--- src/rtl/mss_pkg.sv ---
`default_nettype none
// ----------------------------------------------------------------------------
// mss_pkg
// Shared widths, constants, types and decode tables for the seven-segment
// scan core.
// ----------------------------------------------------------------------------
package mss_pkg;

    localparam int NUMBER_W      = 14;
    localparam int POINTS_W      = 4;
    localparam int MIN_WIDTH_W   = 3;
    localparam int SEL_W         = 4;
    localparam int SEG_W         = 7;
    localparam int NUM_DIGITS_DEF = 4;

    localparam logic [NUMBER_W-1:0] MAX_VALUE_RST = 14'd9999;

    // reciprocal scaling for the constant divides by powers of ten
    localparam int RECIP_SHIFT = 28;
    localparam int RECIP_W     = RECIP_SHIFT + 1;
    localparam int PROD_W      = NUMBER_W + RECIP_W;
    localparam int LIM_W       = 17;

    localparam int S_TDATA_W = 24;
    localparam int M_TDATA_W = 16;

    typedef logic [3:0] exp_t;

    // result fields, digit_select in the low bits
    typedef struct packed {
        logic              point_on;
        logic [SEG_W-1:0]  segments;
        logic [SEL_W-1:0]  digit_select;
    } disp_t;

    // ceil(2^28 / 10^e); zero for exponents whose quotient is always zero
    function automatic logic [RECIP_W-1:0] recip_of(input exp_t e);
        logic [RECIP_W-1:0] m;
        case (e)
            4'd0:    m = 29'd268435456;
            4'd1:    m = 29'd26843546;
            4'd2:    m = 29'd2684355;
            4'd3:    m = 29'd268436;
            4'd4:    m = 29'd26844;
            default: m = '0;
        endcase
        return m;
    endfunction

    // 10^e, saturated above any 14-bit number
    function automatic logic [LIM_W-1:0] pow10_lim(input exp_t e);
        logic [LIM_W-1:0] l;
        case (e)
            4'd0:    l = 17'd1;
            4'd1:    l = 17'd10;
            4'd2:    l = 17'd100;
            4'd3:    l = 17'd1000;
            4'd4:    l = 17'd10000;
            default: l = '1;
        endcase
        return l;
    endfunction

    // active-high segments a..g in bits 0..6
    function automatic logic [SEG_W-1:0] seg_of(input logic [3:0] d);
        logic [SEG_W-1:0] s;
        case (d)
            4'd0:    s = 7'h3F;
            4'd1:    s = 7'h06;
            4'd2:    s = 7'h5B;
            4'd3:    s = 7'h4F;
            4'd4:    s = 7'h66;
            4'd5:    s = 7'h6D;
            4'd6:    s = 7'h7D;
            4'd7:    s = 7'h07;
            4'd8:    s = 7'h7F;
            4'd9:    s = 7'h6F;
            default: s = '0;
        endcase
        return s;
    endfunction

endpackage
`default_nettype wire

--- src/rtl/multiplexed_seven_segment_scan_core.sv ---
`default_nettype none
// ----------------------------------------------------------------------------
// multiplexed_seven_segment_scan_core
// Scans a decimal number across a multiplexed seven-segment display, one
// digit per refresh transaction, with leading-zero suppression.
// ----------------------------------------------------------------------------
// datapath: input register loaded on the accepting edge, then the result
//   register via the single-pass digit path
// throughput: one transaction per cycle unless m_tready stalls the output
// reset: scan position 0, max_value 9999, both pipeline stages empty
module multiplexed_seven_segment_scan_core #(
    parameter int NUM_DIGITS = mss_pkg::NUM_DIGITS_DEF
) (
    input  wire logic                              aclk,
    input  wire logic                              aresetn,
    // number[13:0], point_flags[17:14], min_width[20:18], zero pad [23:21]
    input  wire logic [mss_pkg::S_TDATA_W-1:0]     s_tdata,
    input  wire logic                              s_tvalid,
    output logic                                   s_tready,
    // digit_select[3:0], segments[10:4], point_on[11], zero pad [15:12]
    output logic [mss_pkg::M_TDATA_W-1:0]          m_tdata,
    // error[0]
    output logic                                   m_tuser,
    output logic                                   m_tvalid,
    input  wire logic                              m_tready,
    input  wire logic                              cfg_we,
    input  wire logic [mss_pkg::NUMBER_W-1:0]      cfg_wdata
);

    localparam int POS_W = (NUM_DIGITS > 1) ? $clog2(NUM_DIGITS) : 1;

    logic                              in_valid_reg;
    logic [mss_pkg::NUMBER_W-1:0]      number_reg;
    logic [mss_pkg::POINTS_W-1:0]      points_reg;
    logic [mss_pkg::MIN_WIDTH_W-1:0]   width_reg;
    logic                              out_valid_reg;
    logic                              out_error_reg;
    mss_pkg::disp_t                    out_disp_reg;
    mss_pkg::disp_t                    out_disp_next;
    logic [POS_W-1:0]                  pos_reg;
    logic [POS_W-1:0]                  pos_next;
    logic [mss_pkg::NUMBER_W-1:0]      max_value_reg;

    logic                              advance;
    logic                              error;
    mss_pkg::disp_t                    disp;
    logic [POS_W-1:0]                  scan_next;

    mss_digit #(
        .NUM_DIGITS (NUM_DIGITS)
    ) u_digit (
        .number_i      (number_reg),
        .point_flags_i (points_reg),
        .min_width_i   (width_reg),
        .pos_i         (pos_reg),
        .disp_o        (disp),
        .next_pos_o    (scan_next)
    );

    always_comb begin
        advance       = !out_valid_reg || m_tready;
        s_tready      = !in_valid_reg || advance;
        error         = number_reg > max_value_reg;
        // a rejected number blanks the outputs and holds the scan position
        out_disp_next = error ? '0 : disp;
        pos_next      = error ? pos_reg : scan_next;
    end

    always_ff @(posedge aclk) begin
        if (!aresetn) begin
            in_valid_reg  <= 1'b0;
            out_valid_reg <= 1'b0;
            pos_reg       <= '0;
            max_value_reg <= mss_pkg::MAX_VALUE_RST;
        end else begin
            if (cfg_we) begin
                max_value_reg <= cfg_wdata;
            end
            if (s_tready) begin
                in_valid_reg <= s_tvalid;
            end
            if (advance) begin
                out_valid_reg <= in_valid_reg;
                if (in_valid_reg) begin
                    pos_reg <= pos_next;
                end
            end
        end
    end

    always_ff @(posedge aclk) begin
        if (s_tvalid && s_tready) begin
            number_reg <= s_tdata[13:0];
            points_reg <= s_tdata[17:14];
            width_reg  <= s_tdata[20:18];
        end
        if (advance && in_valid_reg) begin
            out_error_reg <= error;
            out_disp_reg  <= out_disp_next;
        end
    end

    assign m_tvalid = out_valid_reg;
    assign m_tuser  = out_error_reg;
    assign m_tdata  = {4'b0000, out_disp_reg};

endmodule
`default_nettype wire

--- src/rtl/mss_digit.sv ---
`default_nettype none
// ----------------------------------------------------------------------------
// mss_digit
// Picks the scan position, extracts its decimal digit and decodes it.
// ----------------------------------------------------------------------------
module mss_digit #(
    parameter int NUM_DIGITS = mss_pkg::NUM_DIGITS_DEF,
    localparam int POS_W = (NUM_DIGITS > 1) ? $clog2(NUM_DIGITS) : 1
) (
    input  wire logic [mss_pkg::NUMBER_W-1:0]    number_i,
    input  wire logic [mss_pkg::POINTS_W-1:0]    point_flags_i,
    input  wire logic [mss_pkg::MIN_WIDTH_W-1:0] min_width_i,
    input  wire logic [POS_W-1:0]                pos_i,
    output mss_pkg::disp_t                       disp_o,
    output logic [POS_W-1:0]                     next_pos_o
);

    logic [POS_W-1:0]                cur_pos;
    logic [POS_W-1:0]                eff_pos;
    logic [POS_W:0]                  eff_pos1;
    logic [mss_pkg::LIM_W-1:0]       lim;
    logic                            below;
    logic                            past_width;
    logic [mss_pkg::RECIP_W-1:0]     m_lo;
    logic [mss_pkg::RECIP_W-1:0]     m_hi;
    logic [mss_pkg::PROD_W-1:0]      p_lo;
    logic [mss_pkg::PROD_W-1:0]      p_hi;
    logic [mss_pkg::NUMBER_W-1:0]    q_lo;
    logic [mss_pkg::NUMBER_W-1:0]    q_hi;
    logic [mss_pkg::NUMBER_W-1:0]    rem;
    logic [7:0]                      onehot;

    always_comb begin
        cur_pos = ({1'b0, pos_i} >= (POS_W+1)'(NUM_DIGITS)) ? '0 : pos_i;

        // number / 10^pos is zero exactly when number < 10^pos
        lim        = mss_pkg::pow10_lim(mss_pkg::exp_t'(cur_pos));
        below      = {3'b000, number_i} < lim;
        past_width = mss_pkg::exp_t'(cur_pos) >= {1'b0, min_width_i};
        eff_pos    = (below && past_width) ? '0 : cur_pos;
        eff_pos1   = {1'b0, eff_pos} + (POS_W+1)'(1);

        // two quotients in parallel, digit is the low one minus ten times the high one
        m_lo = mss_pkg::recip_of(mss_pkg::exp_t'(eff_pos));
        m_hi = mss_pkg::recip_of(mss_pkg::exp_t'(eff_pos1));
        p_lo = mss_pkg::PROD_W'(number_i) * mss_pkg::PROD_W'(m_lo);
        p_hi = mss_pkg::PROD_W'(number_i) * mss_pkg::PROD_W'(m_hi);
        q_lo = p_lo[mss_pkg::RECIP_SHIFT +: mss_pkg::NUMBER_W];
        q_hi = p_hi[mss_pkg::RECIP_SHIFT +: mss_pkg::NUMBER_W];
        rem  = q_lo - ((q_hi << 3) + (q_hi << 1));

        onehot              = 8'(1) << eff_pos;
        disp_o.digit_select = onehot[mss_pkg::SEL_W-1:0];
        disp_o.segments     = mss_pkg::seg_of(rem[3:0]);
        disp_o.point_on     = |(point_flags_i & onehot[mss_pkg::SEL_W-1:0]);

        next_pos_o = (eff_pos1 == (POS_W+1)'(NUM_DIGITS)) ? '0 : eff_pos1[POS_W-1:0];
    end

endmodule
`default_nettype wire

--- config.mk ---
export PLATFORM = sky130hd
export DESIGN_NAME = multiplexed_seven_segment_scan_core
export DESIGN_NICKNAME = d
export VERILOG_FILES = /design/src/rtl/mss_pkg.sv /design/src/rtl/multiplexed_seven_segment_scan_core.sv /design/src/rtl/mss_digit.sv
export SDC_FILE = /design/constraint.sdc
export NUM_CORES = 1
export LEC_CHECK = 0
export BUFFER_PORTS_ARGS = -buffer_cell sky130_fd_sc_hd__buf_2
export CORE_ASPECT_RATIO = 0.5
export CORE_UTILIZATION = 30
export CTS_CLUSTER_DIAMETER = 200
export DETAILED_ROUTE_END_ITERATION = 10
export GPL_TIMING_DRIVEN = 1
export PLACE_DENSITY = 0.48
export SKIP_LAST_GASP = 1
export SYNTH_ARGS = -nofsm -noshare
export SYNTH_HDL_FRONTEND = slang
export SYNTH_SLANG_ARGS = --single-unit
--- constraint.sdc ---
create_clock -name aclk -period 11.8 [get_ports aclk]
set_input_delay 0.59 -clock aclk [delete_from_list [all_inputs] [get_ports aclk]]
set_output_delay 0.59 -clock aclk [all_outputs]
set_load 0.02 [all_outputs]
### Word-level counts from Yosys, hierarchy flattened

Memories as Yosys holds them, arrays and structs flattened. A register that Yosys moved wholly into a read port is not among the register bits.
Cells that the tools add are included.

* bits in writable memories: 0
* word-level logic and storage cells: 49
* ROM bits: 112
* output and inout bits: 19
* latch bits: 0
* bits in registers: 45
* input port bits: 43
* memories: 1

* order comparisons: 3
* divide/modulo/power cells: 0
* multipliers: 2
* reduce and logical (&&, ||, !) cells: 12
* $add $sub $neg: 3
* bitwise gates (word level): 2
* shifts and indexed selects: 1
* equal/unequal tests: 10
* multiplexer cells: 5

Memory list
* (name not given): words 16, width 7, rd ports 1, clocked after memory_dff 1, wr ports 0, line mss_pkg.sv:67 `case (d)`

Operators with widths (number)
* $pmux 29 s5: 1
* $pmux 29 s4: 1
* $pmux 17 s4: 1
* $mul 14x29->32: 1
* $mul 14x29->31: 1
* $lt 14x17->1: 1
* $gt 14x14->1: 1
* $eq 2x2->1 const B: 4
* $eq 3x2->1 const B: 2
* $add 4x4->4: 1
* $and 4x4->4: 1
* $eq 2x1->1 const B: 2
* $logic_not 2->1: 2
* $mux 2: 2
* $reduce_or 4->1: 1
* $shl 1x2->4 const A: 1
* $sub 4x4->4: 1
* $add 2x1->3 const B: 1
* $eq 3x1->1 const B: 1
* $eq 3x3->1 const B: 1
* $ge 2x3->1: 1
* $logic_and 1x1->1: 3
* $logic_not 3->1: 1
* $reduce_and 3->1: 1
* other kinds (3): 5

### Logic depth before layout (Yosys ltp)

Gate-level depths: netlist (run 1).

* word-level depth: 11
* mapped depth: 47
* gate-level depth less buffers: 43

### Hierarchy

From an unflattened synthesis (run 1), not the netlist that was laid out.

* cell total of the unflattened synthesis: 1905
* area, all modules: 18537.8 um^2

By module, submodules not included
* mss_digit: instances 1, cells an instance 1735, area each 16346.9 um^2, seq. area each 0.0 um^2
* multiplexed_seven_segment_scan_core: instances 1, cells an instance 170, area each 2190.9 um^2, seq. area each 1381.3 um^2

### Worst setup path before layout (run 1)

OpenSTA, ideal clock, no wires.

* path type: reg-to-reg
* from: register number_reg[2] (netlist name)
* to: register, netlist name m_tdata[10]
* arrival: 9803 ps
* slack: 1729 ps
* stages on the path, launching flop included: 42
* path buffers: 3
* required time: 11532 ps
* cell sequence: edfxtp_1 -> ha_1 -> a2111oi_0 -> a211oi_1 -> o21ai_1 -> a21o_4 -> clkbuf_1 -> ha_1 -> buf_2 -> buf_1 -> nor2_1 -> fa_1 -> fa_1 -> inv_1 -> fa_1 -> inv_1 -> fa_1 -> fa_1 -> (+6 left out) -> a21oi_1 -> o221ai_1 -> a21oi_1 -> nor2b_1 -> o211ai_1 -> o211ai_1 -> xor2_1 -> ha_1 -> xor2_1 -> xnor2_1 -> xor2_1 -> xnor2_2 -> xnor3_2 -> xnor2_4 -> xnor3_1 -> a221oi_2 -> a31o_1 -> a21oi_2

* cells in the longest elaborated chain, start to end: 9
* elaborated cells between the ends (all ways): 20
* classes of those cells: add/sub: 3; mul: 2; order compare: 2; eq/ne: 7; mux: 3; reduce/logical: 3

Ends and longest elaborated chain
* start: declaration: line multiplexed_seven_segment_scan_core.sv:33 `logic [mss_pkg::NUMBER_W-1:0] number_reg;`
* start signal: assignment: line multiplexed_seven_segment_scan_core.sv:93 `number_reg <= s_tdata[13:0];`
* $lt 14x17->1: line mss_digit.sv:38 `below = {3'b000, number_i} < lim;`
* $logic_and 1x1->1: line mss_digit.sv:40 `eff_pos = (below && past_width) ? '0 : cur_pos;`
* $mux 2: line mss_digit.sv:40
* $add 2x1->3: line mss_digit.sv:41 `eff_pos1 = {1'b0, eff_pos} + (POS_W+1)'(1);`
* $eq 3x3->1, or another cell as far along: line mss_pkg.sv:39 `case (e)`
* $pmux 29 s5: line mss_pkg.sv:39
* $mul 14x29->31: line mss_digit.sv:47 `p_hi = mss_pkg::PROD_W'(number_i) * mss_pkg::PROD_W'(m_hi);`
* $add 4x4->4: line mss_digit.sv:50 `rem = q_lo - ((q_hi << 3) + (q_hi << 1));`
* $sub 4x4->4: line mss_digit.sv:50

Parallel ways exist; a longest one is shown, timed or not. The select of a mux whose other input is x is not followed.
A chain may end at the register's enable or synchronous reset.

### Worst setup path in the final report (run 1)

* from: register pos_reg[0]
* to: register, netlist name m_tdata[10]

* cells in the longest elaborated chain, start to end: 11
* elaborated cells between the ends (all ways): 25
* classes of those cells: add/sub: 3; mul: 2; order compare: 2; eq/ne: 10; mux: 4; reduce/logical: 4

Ends and longest elaborated chain
* start: declaration: line multiplexed_seven_segment_scan_core.sv:40 `logic [POS_W-1:0] pos_reg;`
* start signal: assignment: line multiplexed_seven_segment_scan_core.sv:85 `pos_reg <= pos_next;`
* $eq 2x2->1, or another cell as far along: line mss_pkg.sv:53 `case (e)`
* $pmux 17 s4: line mss_pkg.sv:53
* $lt 14x17->1: line mss_digit.sv:38
* $logic_and 1x1->1: line mss_digit.sv:40
* $mux 2 *: line mss_digit.sv:40
* $add 2x1->3: line mss_digit.sv:41
* $eq 3x3->1, or another cell as far along: line mss_pkg.sv:39
* $pmux 29 s5: line mss_pkg.sv:39
* $mul 14x29->31: line mss_digit.sv:47
* $add 4x4->4: line mss_digit.sv:50
* $sub 4x4->4 *: line mss_digit.sv:50

Every way passes the cells marked *; elsewhere a longest branch is shown, timed or not. The select of a mux whose other input is x is not followed.

==> results of run 1 <==
-- critical path, delay by kind of cell, from the launching register on --
family	cells	cell delay, ps
flops	1	490
fa+ha+maj	10	4200
buf+inv	8	860
xor+xnor	8	2060
simple gates	2	410
compound gates	14	2800
-- cells in the mapped netlist (all sizes together), types with 24 or more instances --
cell type	instances	area, µm²
fa	403	8070
clkbuf	43	161
nor2b	37	231
nand2b	33	206
and2	69	437
nand2	97	367
inv	610	2290
nor2	48	180
ha	271	3390
xnor2	30	304
a21oi	40	204
edfxtp	34	1020
o21ai	24	124
-- cell families after synthesis --
group,after synthesis,share of synthesized area [%]
other,2,0.0406
AO/OA/AOI/OAI,129,4.62
buffers and inverters,663,13.6
multiplexers,14,0.770
XOR/XNOR,41,2.32
adder cells (fa/ha/maj),675,61.9
flip-flops,52,7.46
AND/OR/NAND/NOR,331,9.28
-- layer usage --
layer	part of all wire, %	vias up	GRT usage [%]
li1	-	5800	-
met1	48	6253	25.4
met2	44	278	28.4
met3	5.0	67	3.04
met4	2.5	0	5.32
met5	0	-	0
-- placed cells by master, fill, tap and decap left out, drive strengths merged, types with 3 or more instances in the layout --
master and n:
a21o 11, o211ai 11, mux2i 12, dfxtp 18
nand4 12, fa 403, xor2 9, edfxtp 34
a31oi 3, o21ai 24, and2 69, nand2 97
clkbuf 7, nor3 7, ha 271, inv 610
xnor2 30, nor2 48, a211oi 7, a21oi 40
nor2b 37, buf 115, nand2b 33, or3 4
a22o 3, o21a 6, conb 6, a2111oi 3
nand3 14, nor4 3, a22oi 3
-- how the worst min path moves through the flow --
stage | end | slack (ps) | depth (start not counted)
2_1_floorplan | max_value_reg[0] | 450 | 2
3_3_place_gp | max_value_reg[13] | 470 | 2
3_5_place_dp | max_value_reg[1] | 480 | 2
4_1_cts | number_reg[7] | 440 | 1
5_1_grt | number_reg[6] | 450 | 1
6_report | number_reg[6] | 450 | 1
-- through the flow --
stage                     worst slack (ps)  cells
final                                  708   2794
after global routing                  26.6   2793
after CTS                              324   2793
after detailed placement               409   2785
after global placement                 519   2785
after floorplan                       1730   1911
-- cell type report --
| cell class | count | area share, % |
|---|---|---|
| diodes | 1 | 0.0124 |
| repair buffers | 115 | 3.66 |
| clock buffers | 7 | 0.766 |
| flip-flops and latches | 52 | 6.83 |
| multi-input cells | 1196 | 72.4 |
| inverters | 610 | 11.3 |
| clock inverters | 1 | 0.0247 |
| well taps | 812 | 5.02 |
-- timing repair --
action | 4_1_cts | 5_1_grt
hold endpoints to repair | 0 | 0
endpoints found under the setup margin | 0 | 7
gates resized for setup | 0 | 4
==> flow_summary.json, run 1 <==
{
  "crit_start": "pos_reg[0]",
  "fp.coreArea_mm2": 0.0601,
  "first_pass_iters": 4,
  "grt_pass1_wl_um": 83300,
  "ys.warnings.count": 0,
  "synthCells": 1907,
  "timing.fmax_mhz": 90.2,
  "gp_congestion": 0.895,
  "worst_ep_arrival_time_ps": 11150,
  "grt_start_max_net_pins": 26,
  "cts-buffers-inserted": 5,
  "hp-start": "s_tdata[6]",
  "hold_violations": 0,
  "grt.overflow.total": 0,
  "cts_setup_buffers": 0,
  "whs_ps": 453,
  "clock_path_buffers": 2,
  "first_global_vias": 13600,
  "worst-slew-pin-transition_ps": 703,
  "setup_viol": 0,
  "ant_nets": 0,
  "crit_path_max_fanout": 9,
  "worstPathRequired_ps": 11860,
  "clkTransAtPathRegs_ps": 70,
  "yosysSeqAreaShare_pct": 7.46,
  "async_reset_ff_share_pct": 0,
  "place_area_mm2": 0.0201,
  "area.sequential_mm2": 0.00138,
  "ctsHoldBuffers": 0,
  "r2r-end": "m_tdata[10]",
  "io_buffers": 54,
  "cts_tree": "built",
  "hp-class": "in -> reg",
  "r2r-start": "pos_reg[0]",
  "cts_sinks": 52,
  "antenna_found_initial": 0,
  "drcViolationCount": 0,
  "slowest_stage": "fa_1",
  "synth_edf_count": 34,
  "die_h_um": 178,
  "die-width_um": 353,
  "drive_gt1_share_pct": 7.22,
  "cp-start-kind": "register",
  "rsz0062_at_grt": "no",
  "finish.utilization_pct": 33.7,
  "nFillCells": 6273,
  "finClkSkew_ps": 4.62,
  "insertion_delay_ps": 310,
  "run_status": "completed",
  "r2r_slack_ps": 710,
  "synth_ff_type": "edfxtp_1",
  "cp-end-kind": "register",
  "syn_area_mm2": 0.0185,
  "endpoint": "m_tdata[10]",
  "htreeDepth": 2,
  "ios": 62,
  "critPathMostFrequentCell": "fa_1",
  "multi_input_area_mm2": 0.0147,
  "timing.setup.tns_ps": 0,
  "area_growth_pct": 9.32,
  "synth_area_per_cell_um2": 9.71,
  "drv_slew": 0,
  "wl_um": 53800,
  "maxCapViolations": 0,
  "grtUsageTotal_pct": 18.1,
  "post-route-min-period_ps": 11090,
  "yosysUniqueCellTypes": 69,
  "rows": 63,
  "slowest_delay_ps": 570,
  "drt-wirelength-per-cell_um": 19.2,
  "design_area_mm2": 0.0202,
  "relSlewSlack_pct": 53.0,
  "vias_per_cell": 4.44,
  "dieArea_mm2": 0.0628,
  "num_vias": 12400,
  "min_period_over_period_pct": 94.0,
  "synth_seq_cells": 52,
  "reg2regPathDepth": 42,
  "cts_root_buffer": "clkbuf_16",
  "layout.nets": 2697,
  "start_util_pct": 30.8,
  "dp_hpwl_um": 47000,
  "drt_iter0_markers": 594,
  "crit_type": "reg -> reg"
}
Power of run 1 is not shown: default switching activity piles up to over one toggle a cycle in this logic, so the estimate is an artifact.
==> inputs of run 2 (changes only) <==
--- a/config.mk
+++ b/config.mk
@@ -7,6 +7,7 @@
 export LEC_CHECK = 0
 export BUFFER_PORTS_ARGS = -buffer_cell sky130_fd_sc_hd__buf_2
 export CORE_ASPECT_RATIO = 0.5
+export CORE_MARGIN = 4
 export CORE_UTILIZATION = 30
 export CTS_CLUSTER_DIAMETER = 200
 export DETAILED_ROUTE_END_ITERATION = 10
==> run 2 against run 1 <==
Against the previous run:
- sequential share of layout area barely moved
- clock-buffer cell count rose by 1
- via count fell by 0.34%
- wire length rose by 0.29%
- worst setup slack got worse by 190 ps
- clock skew barely moved
- hold slack got worse by 0.57 ps
- sequential cell count did not move
- critical path depth rose by 1
- non-clock buffer count rose by 5
- largest cell class unchanged
- utilization fell by 0.42 points
- register-to-register slack got worse by 190 ps
==> flow_summary.json, run 2 (synthesis results as in run 1) <==
{
  "post-route-min-period_ps": 11280,
  "worst_ep_arrival_time_ps": 11340,
  "worst-slew-pin-transition_ps": 713,
  "cts_tree": "built",
  "rsz0062_at_grt": "no",
  "hold_violations": 0,
  "maxCapViolations": 0,
  "first_global_vias": 13600,
  "critPathTopFamily": "adder cells",
  "drive_gt1_share_pct": 7.45,
  "hp-start": "s_tdata[15]",
  "multi_input_area_mm2": 0.0147,
  "layout_commonest_cell": "inv_1",
  "cp-end-kind": "register",
  "run_status": "completed",
  "slowest_stage": "fa_1",
  "vias_per_cell": 4.39,
  "start_util_pct": 30.3,
  "grt.overflow.total": 0,
  "nFillCells": 6343,
  "hp-class": "in -> reg",
  "crit_type": "reg -> reg",
  "insertion_delay_ps": 310,
  "relSlewSlack_pct": 52.5,
  "worstPathRequired_ps": 11860,
  "drt_iter0_markers": 605,
  "die-width_um": 359,
  "wl_um": 53900,
  "timing.setup.tns_ps": 0,
  "critPathMostFrequentCell": "inv_1",
  "io_buffers": 54,
  "cts_setup_buffers": 0,
  "drcViolationCount": 0,
  "r2r_slack_ps": 520,
  "grt_pass1_wl_um": 83900,
  "grt_start_max_net_pins": 25,
  "num_vias": 12400,
  "min_period_over_period_pct": 95.6,
  "reg2regPathDepth": 43,
  "gp_congestion": 0.886,
  "worst-path-buf-inv": 8,
  "crit_path_max_fanout": 15,
  "crit_cells": 43,
  "cts_sinks": 52,
  "ctsHoldBuffers": 0,
  "rows": 64,
  "htreeDepth": 2,
  "clock_path_buffers": 2,
  "drv_slew": 0,
  "r2r-start": "pos_reg[1]",
  "endpoint": "m_tdata[10]",
  "ant_nets": 0,
  "mostFrequentLayoutCells": "inv_1, fa_1, ha_1",
  "setup_viol": 0,
  "area.sequential_mm2": 0.00138,
  "cp-start-kind": "register",
  "dp_hpwl_um": 47400,
  "layout.nets": 2702,
  "die_h_um": 184,
  "first_pass_iters": 7,
  "finClkSkew_ps": 4.70,
  "drt-wirelength-per-cell_um": 19.2,
  "timing.fmax_mhz": 88.6,
  "cts_root_buffer": "clkbuf_16",
  "crit_start": "pos_reg[1]",
  "dieArea_mm2": 0.0660,
  "ctsResizeCount": 0,
  "fp.coreArea_mm2": 0.0611,
  "clkTransAtPathRegs_ps": 70,
  "ios": 62,
  "r2r-end": "m_tdata[10]",
  "grtUsageTotal_pct": 17.0,
  "antenna_found_initial": 0,
  "cts-buffers-inserted": 5,
  "slowest_delay_ps": 610,
  "area_growth_pct": 9.67
}
[run 2: changes by cell type in the layout (fill, tap and decap cells not counted)]
| cell | previous run | this run |
|---|---|---|
| clkbuf_1 | 0 | 1 |
| clkbuf_16 | 6 | 7 |
| buf_4 | 60 | 66 |
| dfxtp_2 | 1 | 0 |
| dfxtp_1 | 17 | 18 |
| clkbuf_2 | 1 | 0 |
| buf_12 | 1 | 0 |
| clkinv_2 | 1 | 0 |
| ha_2 | 1 | 3 |
| ha_1 | 270 | 268 |
[run 2: worst min path at each step]
stage          slack [ps]  depth (start not counted)                end
5_1_grt               440                          1      points_reg[0]
3_5_place_dp          480                          2  max_value_reg[10]
3_3_place_gp          470                          2  max_value_reg[13]
2_1_floorplan         450                          2   max_value_reg[0]
6_report              450                          1      points_reg[1]
4_1_cts               440                          1      points_reg[0]
[run 2: layer usage]
layer  vias to the layer above  global-route usage, %  wire length, µm
met1                      6243                   23.9            25700
met3                        50                   2.13             2320
li1                       5808                      -                -
met4                         0                   3.62             1050
met2                       255                   28.2            24900
met5                         -                      0                0
[run 2: layout make-up]
cell class / instances / share of cell area (%)
repair buffers: 120 / 3.77
diodes: 1 / 0.0123
multi-input cells: 1196 / 72.2
clock buffers: 8 / 0.881
flip-flops and latches: 52 / 6.80
well taps: 825 / 5.08
inverters: 610 / 11.3
[run 2: per-stage QoR]
step / std cells / hold slack, ps / setup WS, ps / area, µm² / utilization, %
after detailed placement: 2803 / 480 / 395 / 20100 / 32.9
after global placement: 2803 / 473 / 485 / 20100 / 32.9
after floorplan: 1911 / 446 / 1730 / 18500 / -
after global routing: 2811 / 436 / 8.38 / 20300 / 33.2
final: 2812 / 452 / 520 / 20300 / 33.2
after CTS: 2811 / 440 / 346 / 20300 / 33.2
Power of run 2 is left out for the same reason.
